<file path="src/rtl/core/line_rasterizer_assert.svh">
// Assertion macros for the line rasteriser. They sample on clk_i and are
// disabled while rst_ni is low.
`ifndef LINE_RASTERIZER_ASSERT_SVH
`define LINE_RASTERIZER_ASSERT_SVH

`ifndef SYNTHESIS
`define LR_ASSERT(label, prop, msg) \
  label: assert property (@(posedge clk_i) disable iff (!rst_ni) prop) else $error(msg);
`define LR_ASSERT_NEVER(label, cond, msg) \
  label: assert property (@(posedge clk_i) disable iff (!rst_ni) !(cond)) else $error(msg);
`else
`define LR_ASSERT(label, prop, msg)
`define LR_ASSERT_NEVER(label, cond, msg)
`endif

`endif

</file>
<file path="src/rtl/core/lr_pkg.sv">
package lr_pkg;

  localparam int DefScreenWidth  = 320;
  localparam int DefScreenHeight = 240;
  localparam int DefCoordBits    = 12;

  localparam int AddrW    = 32;
  localparam int ColourW  = 16;
  localparam int RowShift = 10;
  localparam int ColShift = 1;

  localparam int QueueDepth = 2;

  typedef enum logic {
    OpLoad = 1'b0,
    OpStep = 1'b1
  } opcode_e;

  typedef struct packed {
    logic active;
    logic pop;
    logic pix_pop;
    logic fin;
  } back_status_t;

  function automatic int cmd_width(input int coord_bits);
    return 6 * coord_bits + 4 + ColourW;
  endfunction

endpackage

</file>
<file path="src/rtl/core/lr_front.sv">
module lr_front #(
  parameter int COORD_BITS = lr_pkg::DefCoordBits
) (
  input  logic                                        opcode_i,
  input  logic signed [COORD_BITS-1:0]                start_x_i,
  input  logic signed [COORD_BITS-1:0]                start_y_i,
  input  logic signed [COORD_BITS-1:0]                end_x_i,
  input  logic signed [COORD_BITS-1:0]                end_y_i,
  input  logic        [lr_pkg::ColourW-1:0]           colour_i,
  output logic        [lr_pkg::cmd_width(COORD_BITS)-1:0] cmd_o
);
  import lr_pkg::*;

  localparam int C = COORD_BITS;

  typedef struct packed {
    opcode_e              op;
    logic                 steep;
    logic                 minor_down;
    logic signed [C-1:0]  major_start;
    logic signed [C-1:0]  minor_start;
    logic signed [C-1:0]  major_end;
    logic        [C-1:0]  delta_major;
    logic        [C-1:0]  delta_minor;
    logic signed [C:0]    err_init;
    logic [ColourW-1:0]   colour;
  } cmd_t;

  cmd_t               cmd;
  logic signed [C:0]  dx, dy, ndx, ndy, dm, dn;
  logic        [C-1:0] adx, ady, dmaj, dmin;
  logic               steep, swap;

  always_comb begin
    dx  = (C+1)'(end_x_i) - (C+1)'(start_x_i);
    dy  = (C+1)'(end_y_i) - (C+1)'(start_y_i);
    ndx = -dx;
    ndy = -dy;
    adx = dx[C] ? ndx[C-1:0] : dx[C-1:0];
    ady = dy[C] ? ndy[C-1:0] : dy[C-1:0];

    // Equal magnitudes count as shallow.
    steep = ady > adx;
    dm    = steep ? dy : dx;
    dn    = steep ? dx : dy;
    swap  = dm[C];
    dmaj  = steep ? ady : adx;
    dmin  = steep ? adx : ady;

    cmd.op          = opcode_e'(opcode_i);
    cmd.steep       = steep;
    cmd.major_start = swap ? (steep ? end_y_i : end_x_i) : (steep ? start_y_i : start_x_i);
    cmd.minor_start = swap ? (steep ? end_x_i : end_y_i) : (steep ? start_x_i : start_y_i);
    cmd.major_end   = swap ? (steep ? start_y_i : start_x_i) : (steep ? end_y_i : end_x_i);
    cmd.delta_major = dmaj;
    cmd.delta_minor = dmin;
    cmd.minor_down  = swap ? !dn[C] : (dn[C] || (dn == '0));
    cmd.err_init    = (C+1)'(0) - (C+1)'(dmaj >> 1);
    cmd.colour      = colour_i;
  end

  assign cmd_o = cmd;

endmodule

</file>
<file path="src/rtl/core/lr_queue.sv">
module lr_queue #(
  parameter int DATA_W = 8
) (
  input  logic              clk_i,
  input  logic              rst_ni,
  input  logic              push_i,
  input  logic [DATA_W-1:0] push_data_i,
  output logic              full_o,
  input  logic              pop_i,
  output logic              head_valid_o,
  output logic [DATA_W-1:0] head_data_o
);
  import lr_pkg::*;

  localparam int PtrW = $clog2(QueueDepth);
  localparam int CntW = $clog2(QueueDepth + 1);

  logic [DATA_W-1:0] entry_q [QueueDepth];
  logic [PtrW-1:0]   wr_ptr_q, wr_ptr_d, rd_ptr_q, rd_ptr_d;
  logic [CntW-1:0]   count_q, count_d;
  logic              do_push, do_pop;

  assign full_o       = (count_q == CntW'(QueueDepth));
  assign head_valid_o = (count_q != '0);
  assign head_data_o  = entry_q[rd_ptr_q];
  assign do_push      = push_i && !full_o;
  assign do_pop       = pop_i && head_valid_o;

  always_comb begin
    wr_ptr_d = do_push ? wr_ptr_q + PtrW'(1) : wr_ptr_q;
    rd_ptr_d = do_pop ? rd_ptr_q + PtrW'(1) : rd_ptr_q;
    count_d  = count_q + CntW'(do_push) - CntW'(do_pop);
  end

  always_ff @(posedge clk_i or negedge rst_ni) begin
    if (!rst_ni) begin
      wr_ptr_q <= '0;
      rd_ptr_q <= '0;
      count_q  <= '0;
    end else begin
      wr_ptr_q <= wr_ptr_d;
      rd_ptr_q <= rd_ptr_d;
      count_q  <= count_d;
    end
  end

  always_ff @(posedge clk_i) begin
    if (do_push) begin
      entry_q[wr_ptr_q] <= push_data_i;
    end
  end

endmodule

</file>
<file path="src/rtl/core/lr_back.sv">
module lr_back #(
  parameter int SCREEN_WIDTH  = lr_pkg::DefScreenWidth,
  parameter int SCREEN_HEIGHT = lr_pkg::DefScreenHeight,
  parameter int COORD_BITS    = lr_pkg::DefCoordBits
) (
  input  logic                                        clk_i,
  input  logic                                        rst_ni,
  input  logic [lr_pkg::AddrW-1:0]                    frame_base_i,
  input  logic                                        head_valid_i,
  input  logic [lr_pkg::cmd_width(COORD_BITS)-1:0]    head_data_i,
  output logic                                        pop_o,
  output lr_pkg::back_status_t                        status_o,
  output logic                                        out_valid_o,
  input  logic                                        out_stall_i,
  output logic signed [COORD_BITS-1:0]                pixel_x_o,
  output logic signed [COORD_BITS-1:0]                pixel_y_o,
  output logic        [lr_pkg::AddrW-1:0]             pixel_address_o,
  output logic        [lr_pkg::ColourW-1:0]           pixel_colour_o,
  output logic                                        write_enable_o,
  output logic                                        last_o
);
  import lr_pkg::*;

  localparam int C = COORD_BITS;
  localparam logic [AddrW-1:0] ScrW = AddrW'(SCREEN_WIDTH);
  localparam logic [AddrW-1:0] ScrH = AddrW'(SCREEN_HEIGHT);

  typedef struct packed {
    opcode_e              op;
    logic                 steep;
    logic                 minor_down;
    logic signed [C-1:0]  major_start;
    logic signed [C-1:0]  minor_start;
    logic signed [C-1:0]  major_end;
    logic        [C-1:0]  delta_major;
    logic        [C-1:0]  delta_minor;
    logic signed [C:0]    err_init;
    logic [ColourW-1:0]   colour;
  } cmd_t;

  cmd_t cmd;

  logic signed [C-1:0]  major_q, minor_q, end_q;
  logic signed [C:0]    err_q;
  logic        [C-1:0]  dmaj_q, dmin_q;
  logic                 down_q, steep_q, active_q;
  logic [ColourW-1:0]   colour_q;

  logic                 out_valid_q, out_valid_d;
  logic signed [C-1:0]  px_q, py_q;
  logic [AddrW-1:0]     addr_q;
  logic [ColourW-1:0]   pcol_q;
  logic                 we_q, last_q;

  logic signed [C-1:0]  px, py;
  logic signed [C:0]    err_sum, err_next;
  logic [AddrW-1:0]     px_ext, py_ext, addr;
  logic                 fin, we, is_step, out_free, pop, pix_pop;

  assign cmd = cmd_t'(head_data_i);

  always_comb begin
    is_step  = (cmd.op == OpStep);
    out_free = !out_valid_q || !out_stall_i;
    pop      = head_valid_i && (!is_step || !active_q || out_free);
    pix_pop  = head_valid_i && is_step && active_q && out_free;

    px      = steep_q ? minor_q : major_q;
    py      = steep_q ? major_q : minor_q;
    px_ext  = AddrW'(px);
    py_ext  = AddrW'(py);
    addr    = frame_base_i + (py_ext << RowShift) + (px_ext << ColShift);
    we      = !px[C-1] && !py[C-1] && (px_ext < ScrW) && (py_ext < ScrH);
    fin     = (major_q >= end_q);

    err_sum  = err_q + $signed({1'b0, dmin_q});
    err_next = (err_sum > 0) ? err_sum - $signed({1'b0, dmaj_q}) : err_sum;

    if (pix_pop) begin
      out_valid_d = 1'b1;
    end else if (out_stall_i) begin
      out_valid_d = out_valid_q;
    end else begin
      out_valid_d = 1'b0;
    end
  end

  always_ff @(posedge clk_i or negedge rst_ni) begin
    if (!rst_ni) begin
      active_q    <= 1'b0;
      out_valid_q <= 1'b0;
      major_q     <= '0;
      minor_q     <= '0;
      end_q       <= '0;
      err_q       <= '0;
      dmaj_q      <= '0;
      dmin_q      <= '0;
      down_q      <= 1'b0;
      steep_q     <= 1'b0;
      colour_q    <= '0;
    end else begin
      out_valid_q <= out_valid_d;
      if (pop && !is_step) begin
        major_q  <= cmd.major_start;
        minor_q  <= cmd.minor_start;
        end_q    <= cmd.major_end;
        err_q    <= cmd.err_init;
        dmaj_q   <= cmd.delta_major;
        dmin_q   <= cmd.delta_minor;
        down_q   <= cmd.minor_down;
        steep_q  <= cmd.steep;
        colour_q <= cmd.colour;
        active_q <= 1'b1;
      end else if (pix_pop) begin
        if (fin) begin
          active_q <= 1'b0;
        end else begin
          major_q <= major_q + C'(1);
          err_q   <= err_next;
          if (err_sum > 0) begin
            minor_q <= down_q ? minor_q - C'(1) : minor_q + C'(1);
          end
        end
      end
    end
  end

  always_ff @(posedge clk_i) begin
    if (pix_pop) begin
      px_q   <= px;
      py_q   <= py;
      addr_q <= addr;
      pcol_q <= colour_q;
      we_q   <= we;
      last_q <= fin;
    end
  end

  assign pop_o            = pop;
  assign status_o.active  = active_q;
  assign status_o.pop     = pop;
  assign status_o.pix_pop = pix_pop;
  assign status_o.fin     = fin;

  assign out_valid_o     = out_valid_q;
  assign pixel_x_o       = px_q;
  assign pixel_y_o       = py_q;
  assign pixel_address_o = addr_q;
  assign pixel_colour_o  = pcol_q;
  assign write_enable_o  = we_q;
  assign last_o          = last_q;

endmodule

</file>
<file path="src/rtl/core/line_rasterizer.sv">
// Bresenham line rasteriser for a 16-bit frame buffer.
// The input channel (in_valid_i / in_stall_o) takes one word per cycle while
// in_stall_o is low: an opcode of 0 loads a new line from the endpoint and
// colour fields, an opcode of 1 asks for the next pixel. A load gives no
// output word, and neither does a step while no line is active. A new load
// replaces any line in progress. Each step on an active line gives one output
// word (out_valid_o / out_stall_i) with the pixel position, its byte address,
// the colour, a write enable for pixels inside the visible screen and a last
// flag on the final pixel of the line.
// The frame base address is written through the cfg channel, which is always
// ready; it should only change while the block is idle.
// An accepted word is classified and placed in a two-entry queue at the same
// edge; the pixel stage pops one word per cycle, holding back a step while the
// output word stalls, and loads the pixel of a step into the output register
// at the next edge, so the block sustains one pixel per cycle while the
// receiver does not stall. When the receiver stalls, the output word holds,
// the queue fills and in_stall_o rises once both entries are occupied.
// Reset clears the frame base to zero and leaves no line active.
module line_rasterizer #(
  parameter int SCREEN_WIDTH  = lr_pkg::DefScreenWidth,
  parameter int SCREEN_HEIGHT = lr_pkg::DefScreenHeight,
  parameter int COORD_BITS    = lr_pkg::DefCoordBits
) (
  input  logic                              clk_i,
  input  logic                              rst_ni,
  input  logic                              cfg_valid_i,
  output logic                              cfg_ready_o,
  input  logic [lr_pkg::AddrW-1:0]          cfg_frame_base_i,
  input  logic                              in_valid_i,
  output logic                              in_stall_o,
  input  logic                              opcode_i,
  input  logic signed [COORD_BITS-1:0]      start_x_i,
  input  logic signed [COORD_BITS-1:0]      start_y_i,
  input  logic signed [COORD_BITS-1:0]      end_x_i,
  input  logic signed [COORD_BITS-1:0]      end_y_i,
  input  logic [lr_pkg::ColourW-1:0]        colour_i,
  output logic                              out_valid_o,
  input  logic                              out_stall_i,
  output logic signed [COORD_BITS-1:0]      pixel_x_o,
  output logic signed [COORD_BITS-1:0]      pixel_y_o,
  output logic [lr_pkg::AddrW-1:0]          pixel_address_o,
  output logic [lr_pkg::ColourW-1:0]        pixel_colour_o,
  output logic                              write_enable_o,
  output logic                              last_o
);
  import lr_pkg::*;

`include "line_rasterizer_assert.svh"

  localparam int CmdW = cmd_width(COORD_BITS);

  logic [AddrW-1:0] frame_base_q;
  logic [CmdW-1:0]  front_cmd, head_data;
  logic             q_full, head_valid, pop;
  back_status_t     back_st;

  assign cfg_ready_o = 1'b1;
  assign in_stall_o  = q_full;

  always_ff @(posedge clk_i or negedge rst_ni) begin
    if (!rst_ni) begin
      frame_base_q <= '0;
    end else if (cfg_valid_i && cfg_ready_o) begin
      frame_base_q <= cfg_frame_base_i;
    end
  end

  lr_front #(
    .COORD_BITS (COORD_BITS)
  ) u_front (
    .opcode_i  (opcode_i),
    .start_x_i (start_x_i),
    .start_y_i (start_y_i),
    .end_x_i   (end_x_i),
    .end_y_i   (end_y_i),
    .colour_i  (colour_i),
    .cmd_o     (front_cmd)
  );

  lr_queue #(
    .DATA_W (CmdW)
  ) u_queue (
    .clk_i        (clk_i),
    .rst_ni       (rst_ni),
    .push_i       (in_valid_i),
    .push_data_i  (front_cmd),
    .full_o       (q_full),
    .pop_i        (pop),
    .head_valid_o (head_valid),
    .head_data_o  (head_data)
  );

  lr_back #(
    .SCREEN_WIDTH  (SCREEN_WIDTH),
    .SCREEN_HEIGHT (SCREEN_HEIGHT),
    .COORD_BITS    (COORD_BITS)
  ) u_back (
    .clk_i           (clk_i),
    .rst_ni          (rst_ni),
    .frame_base_i    (frame_base_q),
    .head_valid_i    (head_valid),
    .head_data_i     (head_data),
    .pop_o           (pop),
    .status_o        (back_st),
    .out_valid_o     (out_valid_o),
    .out_stall_i     (out_stall_i),
    .pixel_x_o       (pixel_x_o),
    .pixel_y_o       (pixel_y_o),
    .pixel_address_o (pixel_address_o),
    .pixel_colour_o  (pixel_colour_o),
    .write_enable_o  (write_enable_o),
    .last_o          (last_o)
  );

  `LR_ASSERT_NEVER(a_pop_empty, back_st.pop && !head_valid, "Pixel stage popped an empty queue.")
  `LR_ASSERT(a_pix_out, back_st.pix_pop |=> out_valid_o, "Pixel was not presented at the output.")
  `LR_ASSERT(a_last_idle, back_st.pix_pop && back_st.fin |=> !back_st.active, "Line still active after its last pixel.")
  `LR_ASSERT(a_last_flag, back_st.pix_pop |=> (last_o == $past(back_st.fin)), "Last flag does not match the line end.")

endmodule

</file>
<file path="config.mk">
export PLATFORM = sky130hd
export DESIGN_NAME = line_rasterizer
export DESIGN_NICKNAME = d
export VERILOG_FILES = /design/src/rtl/core/lr_pkg.sv /design/src/rtl/core/lr_front.sv /design/src/rtl/core/lr_queue.sv /design/src/rtl/core/lr_back.sv /design/src/rtl/core/line_rasterizer.sv
export VERILOG_INCLUDE_DIRS = /design/src /design/src/rtl/core
export SDC_FILE = /design/constraint.sdc
export NUM_CORES = 1
export LEC_CHECK = 0
export BUFFER_PORTS_ARGS = -buffer_cell sky130_fd_sc_hd__clkbuf_2
export CAP_MARGIN = 20
export CORE_UTILIZATION = 40
export CTS_CLUSTER_DIAMETER = 120
export DETAILED_ROUTE_END_ITERATION = 10
export GPL_TIMING_DRIVEN = 0
export PLACE_DENSITY_LB_ADDON = 0.12
export SLEW_MARGIN = 15
export SYNTH_ARGS = -nofsm -noshare
export SYNTH_HDL_FRONTEND = slang
export SYNTH_SLANG_ARGS = --single-unit
</file>
<file path="constraint.sdc">
create_clock -name clk_i -period 9.91 [get_ports clk_i]
set_clock_uncertainty 0.2 [all_clocks]
set_input_delay 0.4955 -clock clk_i [delete_from_list [all_inputs] [get_ports clk_i]]
set_output_delay 0.4955 -clock clk_i [all_outputs]
set_load 0.03 [all_outputs]
</file>
==> metrics.yaml <==
run_status: "completed"
cts.repair.resized: 0
syn-mean-instance-area_um2: 11.2
routed_wl_um: 56200
globalRoute.totalOverflow: 0
layout_commonest_cell: "sky130_fd_sc_hd__edfxtp_1"
worst_pin_slew_ns: 1.07
placedCellCount: 2808
cpMostUsedCell: "sky130_fd_sc_hd__inv_1"
cp.arrival_ns: 7.63
die_width_um: 235
crit_buf_inv: 10
cts_stage_hold_buffer_count: 51
timing.fmax_mhz: 133
synth.top_cells.by_area: "sky130_fd_sc_hd__edfxtp_1 (35%), sky130_fd_sc_hd__dfrtp_1 (15%), sky130_fd_sc_hd__ha_1 (7.3%)"
yosysWarningCount: 0
cts_inserted_buffers: 44
postCtsSetupRepairBufs: 0
portBuffers: 176
synth_top_cell_area_share_pct: 35.2
first_global_vias: 15300
max-cap-violations: 0
ys_seq_elements: 383
placed_area_um2: 23600
netlist_instances: 1935
critPathLaunch: "end_y_i[0]"
hold_violations: 0
global_route.usage.total_pct: 20.6
max-clock-path-buffers: 3
timing.setup.tns_ns: 0
critPathMaxFanout: 10
worst_path_largest_cell_delay_ns: 0.55
rows: 84
rsz0062_at_grt: "no"
dr_total_vias: 15500
worstSetupEndpoint: "u_queue.entry_q[1][24]$_DFFE_PP_"
drc: 0
areaGrowthSynthToFinish_pct: 18.1
cts_max_level: 2
setup.worst_path.end_class: "flop"
globalplace.congestion: 0.894
slowest_stage: "sky130_fd_sc_hd__clkbuf_1"
initial_cell_density_of_the_core_pct: 40.9
synth_cell_type_count: 83
die_area_um2: 55000
crit_cells: 31
cpLargestDelayFamily: "compound AO/OA/AOI/OAI gates"
synth-edff-count: 254
finish.cell_count_without_fillers: 2941
core_area_um2: 53000
area_of_the_multi_input_gates_um2: 9920
r2r_setup_slk_ns: 3.99
detailedRoute.firstPassIterationCount: 5
clock_tree_from_tritoncts: "yes"
hpwl_um: 43200
synth_sequential_area_ratio_pct: 50.2
nFillCells: 4908
number_of_nets_in_the_final_layout: 2472
vias_per_cell: 5.27
timing_worst_setup_path_type: "input pin to flop"
clock_root_buffer: "sky130_fd_sc_hd__clkbuf_16"
finalSetupViolCount: 0
regArea_um2: 10900
grt_start_max_net_pins: 68
clk_transition_reported_paths_ns: 0.06
share_of_the_cycle_needed_by_the_critical_path_after_routing_pct: 76.1
top_ff_cell_synth: "sky130_fd_sc_hd__edfxtp_1"
initial_antenna_violation_count: 0
required_ns: 10.00
async_flop_share_pct: 33.7
route.detailed.wl_per_inst_um: 19.1
timing.max_slew.rel_slack_pct: 28.5
crit_reg_reg_startpoint: "u_back.steep_q$_DFFE_PN0P_"
synth.cell_area_um2: 21600
die_height_um: 235
report.final.slew_viol_count: 0
min_period_ns: 7.54
timing.hold.worst.class: "input pin to flop"
clock_sinks: 383
drt_first_iter_violations: 888
ios: 179
proportion_of_layout_cells_with_a_drive_suffix_above_1_pct: 14.9
reg2reg_depth: 16
clk_latency_ns: 0.58
final_cell_mix: "sky130_fd_sc_hd__edfxtp_1 (254), sky130_fd_sc_hd__nand2_1 (191), sky130_fd_sc_hd__clkbuf_2 (175)"
postSynthNetCount: 2190
grt_first_pass_wirelength_um: 86200
startpoint_type: "input pin"
finalInstanceArea_um2: 25600
yosys.area.top_type: "sky130_fd_sc_hd__edfxtp_1"
drt.antenna.violating_nets: 0
num_antenna_cells: 0
whs_ns: 0.113
crit-reg2reg-capture: "u_back.pixel_address_o[28]$_DFFE_PP_"
[cell families (layout without fill, tap and decap cells)]
logic type	count (synthesis)	count (layout)	share of synthesized area, %
AND/OR/NAND/NOR	449	449	9.76
AO/OA/AOI/OAI	422	422	12.7
flip-flops	383	383	50.2
buffers and inverters	226	544	4.08
multiplexers	182	182	8.63
adder cells (fa/ha/maj)	153	153	9.78
XOR/XNOR	119	119	4.82
other	1	1	0.0173
[cells in the mapped netlist, types with 4 or more instances]
master                     number
sky130_fd_sc_hd__nor3_1        29
sky130_fd_sc_hd__o21ai_1       12
sky130_fd_sc_hd__and2_1         5
sky130_fd_sc_hd__o31a_1         4
sky130_fd_sc_hd__clkbuf_1      49
sky130_fd_sc_hd__or2_2          6
sky130_fd_sc_hd__nand3_1       27
sky130_fd_sc_hd__buf_2         13
sky130_fd_sc_hd__a221oi_1       4
sky130_fd_sc_hd__a21oi_1       92
sky130_fd_sc_hd__ha_1         126
sky130_fd_sc_hd__nor2_1        84
sky130_fd_sc_hd__nor2b_1       25
sky130_fd_sc_hd__nand4_1       14
sky130_fd_sc_hd__o221ai_1      11
sky130_fd_sc_hd__a31oi_1       37
sky130_fd_sc_hd__o21a_1        16
sky130_fd_sc_hd__xor2_1        44
sky130_fd_sc_hd__nand2b_1      12
sky130_fd_sc_hd__o211ai_1       8
sky130_fd_sc_hd__fa_1          27
sky130_fd_sc_hd__mux2_2        33
sky130_fd_sc_hd__inv_1        151
sky130_fd_sc_hd__nand2_1      191
sky130_fd_sc_hd__dfrtp_1      129
sky130_fd_sc_hd__mux2i_1      148
sky130_fd_sc_hd__a21o_1        30
sky130_fd_sc_hd__buf_1         10
sky130_fd_sc_hd__nor4_1         5
sky130_fd_sc_hd__o21bai_1      16
sky130_fd_sc_hd__xnor2_1       75
sky130_fd_sc_hd__a211oi_1      19
sky130_fd_sc_hd__nor3b_1        8
sky130_fd_sc_hd__and3_1        14
sky130_fd_sc_hd__edfxtp_1     254
sky130_fd_sc_hd__o21ai_0      113
sky130_fd_sc_hd__or3_1          9
sky130_fd_sc_hd__o31ai_1        8
[tightest hold or removal path, delay by kind of cell]
kind,cells,cell delay (ns)
and+or+nand+nor,1,0.16
buffers and inverters,1,0.11
xor gates and xnor gates,1,0.08
[routing by layer]
metal / GRT usage [%] / up-vias / routed length (um)
li1: - / 7577 / -
met1: 28.2 / 7477 / 26300
met2: 33.9 / 363 / 26000
met3: 2.96 / 76 / 2470
met4: 6.07 / 0 / 1380
met5: 0 / - / 0
[worst min-delay path by stage]
stage	startpoint	end	slack [ns]	cells after the start
after CTS	in_valid_i	u_queue.wr_ptr_q$_DFFE_PN0P_	0.09	3
after detailed placement	u_back.colour_q[14]$_DFFE_PN0P_	u_back.pixel_colour_o[14]$_DFFE_PP_	0.23	0
after global placement	u_back.colour_q[11]$_DFFE_PN0P_	u_back.pixel_colour_o[11]$_DFFE_PP_	0.23	0
after floorplan	rst_ni	frame_base_q[0]$_DFFE_PN0P_	-0.00009	0
final	in_valid_i	u_queue.wr_ptr_q$_DFFE_PN0P_	0.11	3
after global routing	in_valid_i	u_queue.wr_ptr_q$_DFFE_PN0P_	0.13	3
[stage by stage]
stage | util [%] | setup slack (ns)
global placement | 44.1 | -0.290
CTS | 48.3 | 2.51
finish | 48.3 | 2.37
floorplan | - | 3.07
global route | 48.3 | 1.87
detailed placement | 44.6 | 1.92
[state kept, by name, summed over array words and instances (netlist names), 2 cells and up]
register / flops
frame_base_q: 32
u_back.colour_q: 16
u_back.dmaj_q: 12
u_back.dmin_q: 12
u_back.end_q: 12
u_back.err_q: 13
u_back.major_q: 12
u_back.minor_q: 12
u_back.pixel_address_o: 32
u_back.pixel_colour_o: 16
u_back.pixel_x_o: 12
u_back.pixel_y_o: 12
u_queue.count_q: 2
u_queue.entry_q: 180
[final cells by class]
class / instances / area share [%]
Clock buffer: 62 / 4.77
Sequential cell: 383 / 42.5
Clock inverter: 20 / 0.837
Inverter: 151 / 2.22
Buffer: 75 / 1.24
Tap cell: 688 / 3.37
Timing Repair Buffer: 236 / 6.27
Multi-Input combinational cell: 1326 / 38.8
Power is left out: the tool's default activity adds up to more than one toggle a clock period on the data nets, which glitch-free logic cannot reach.
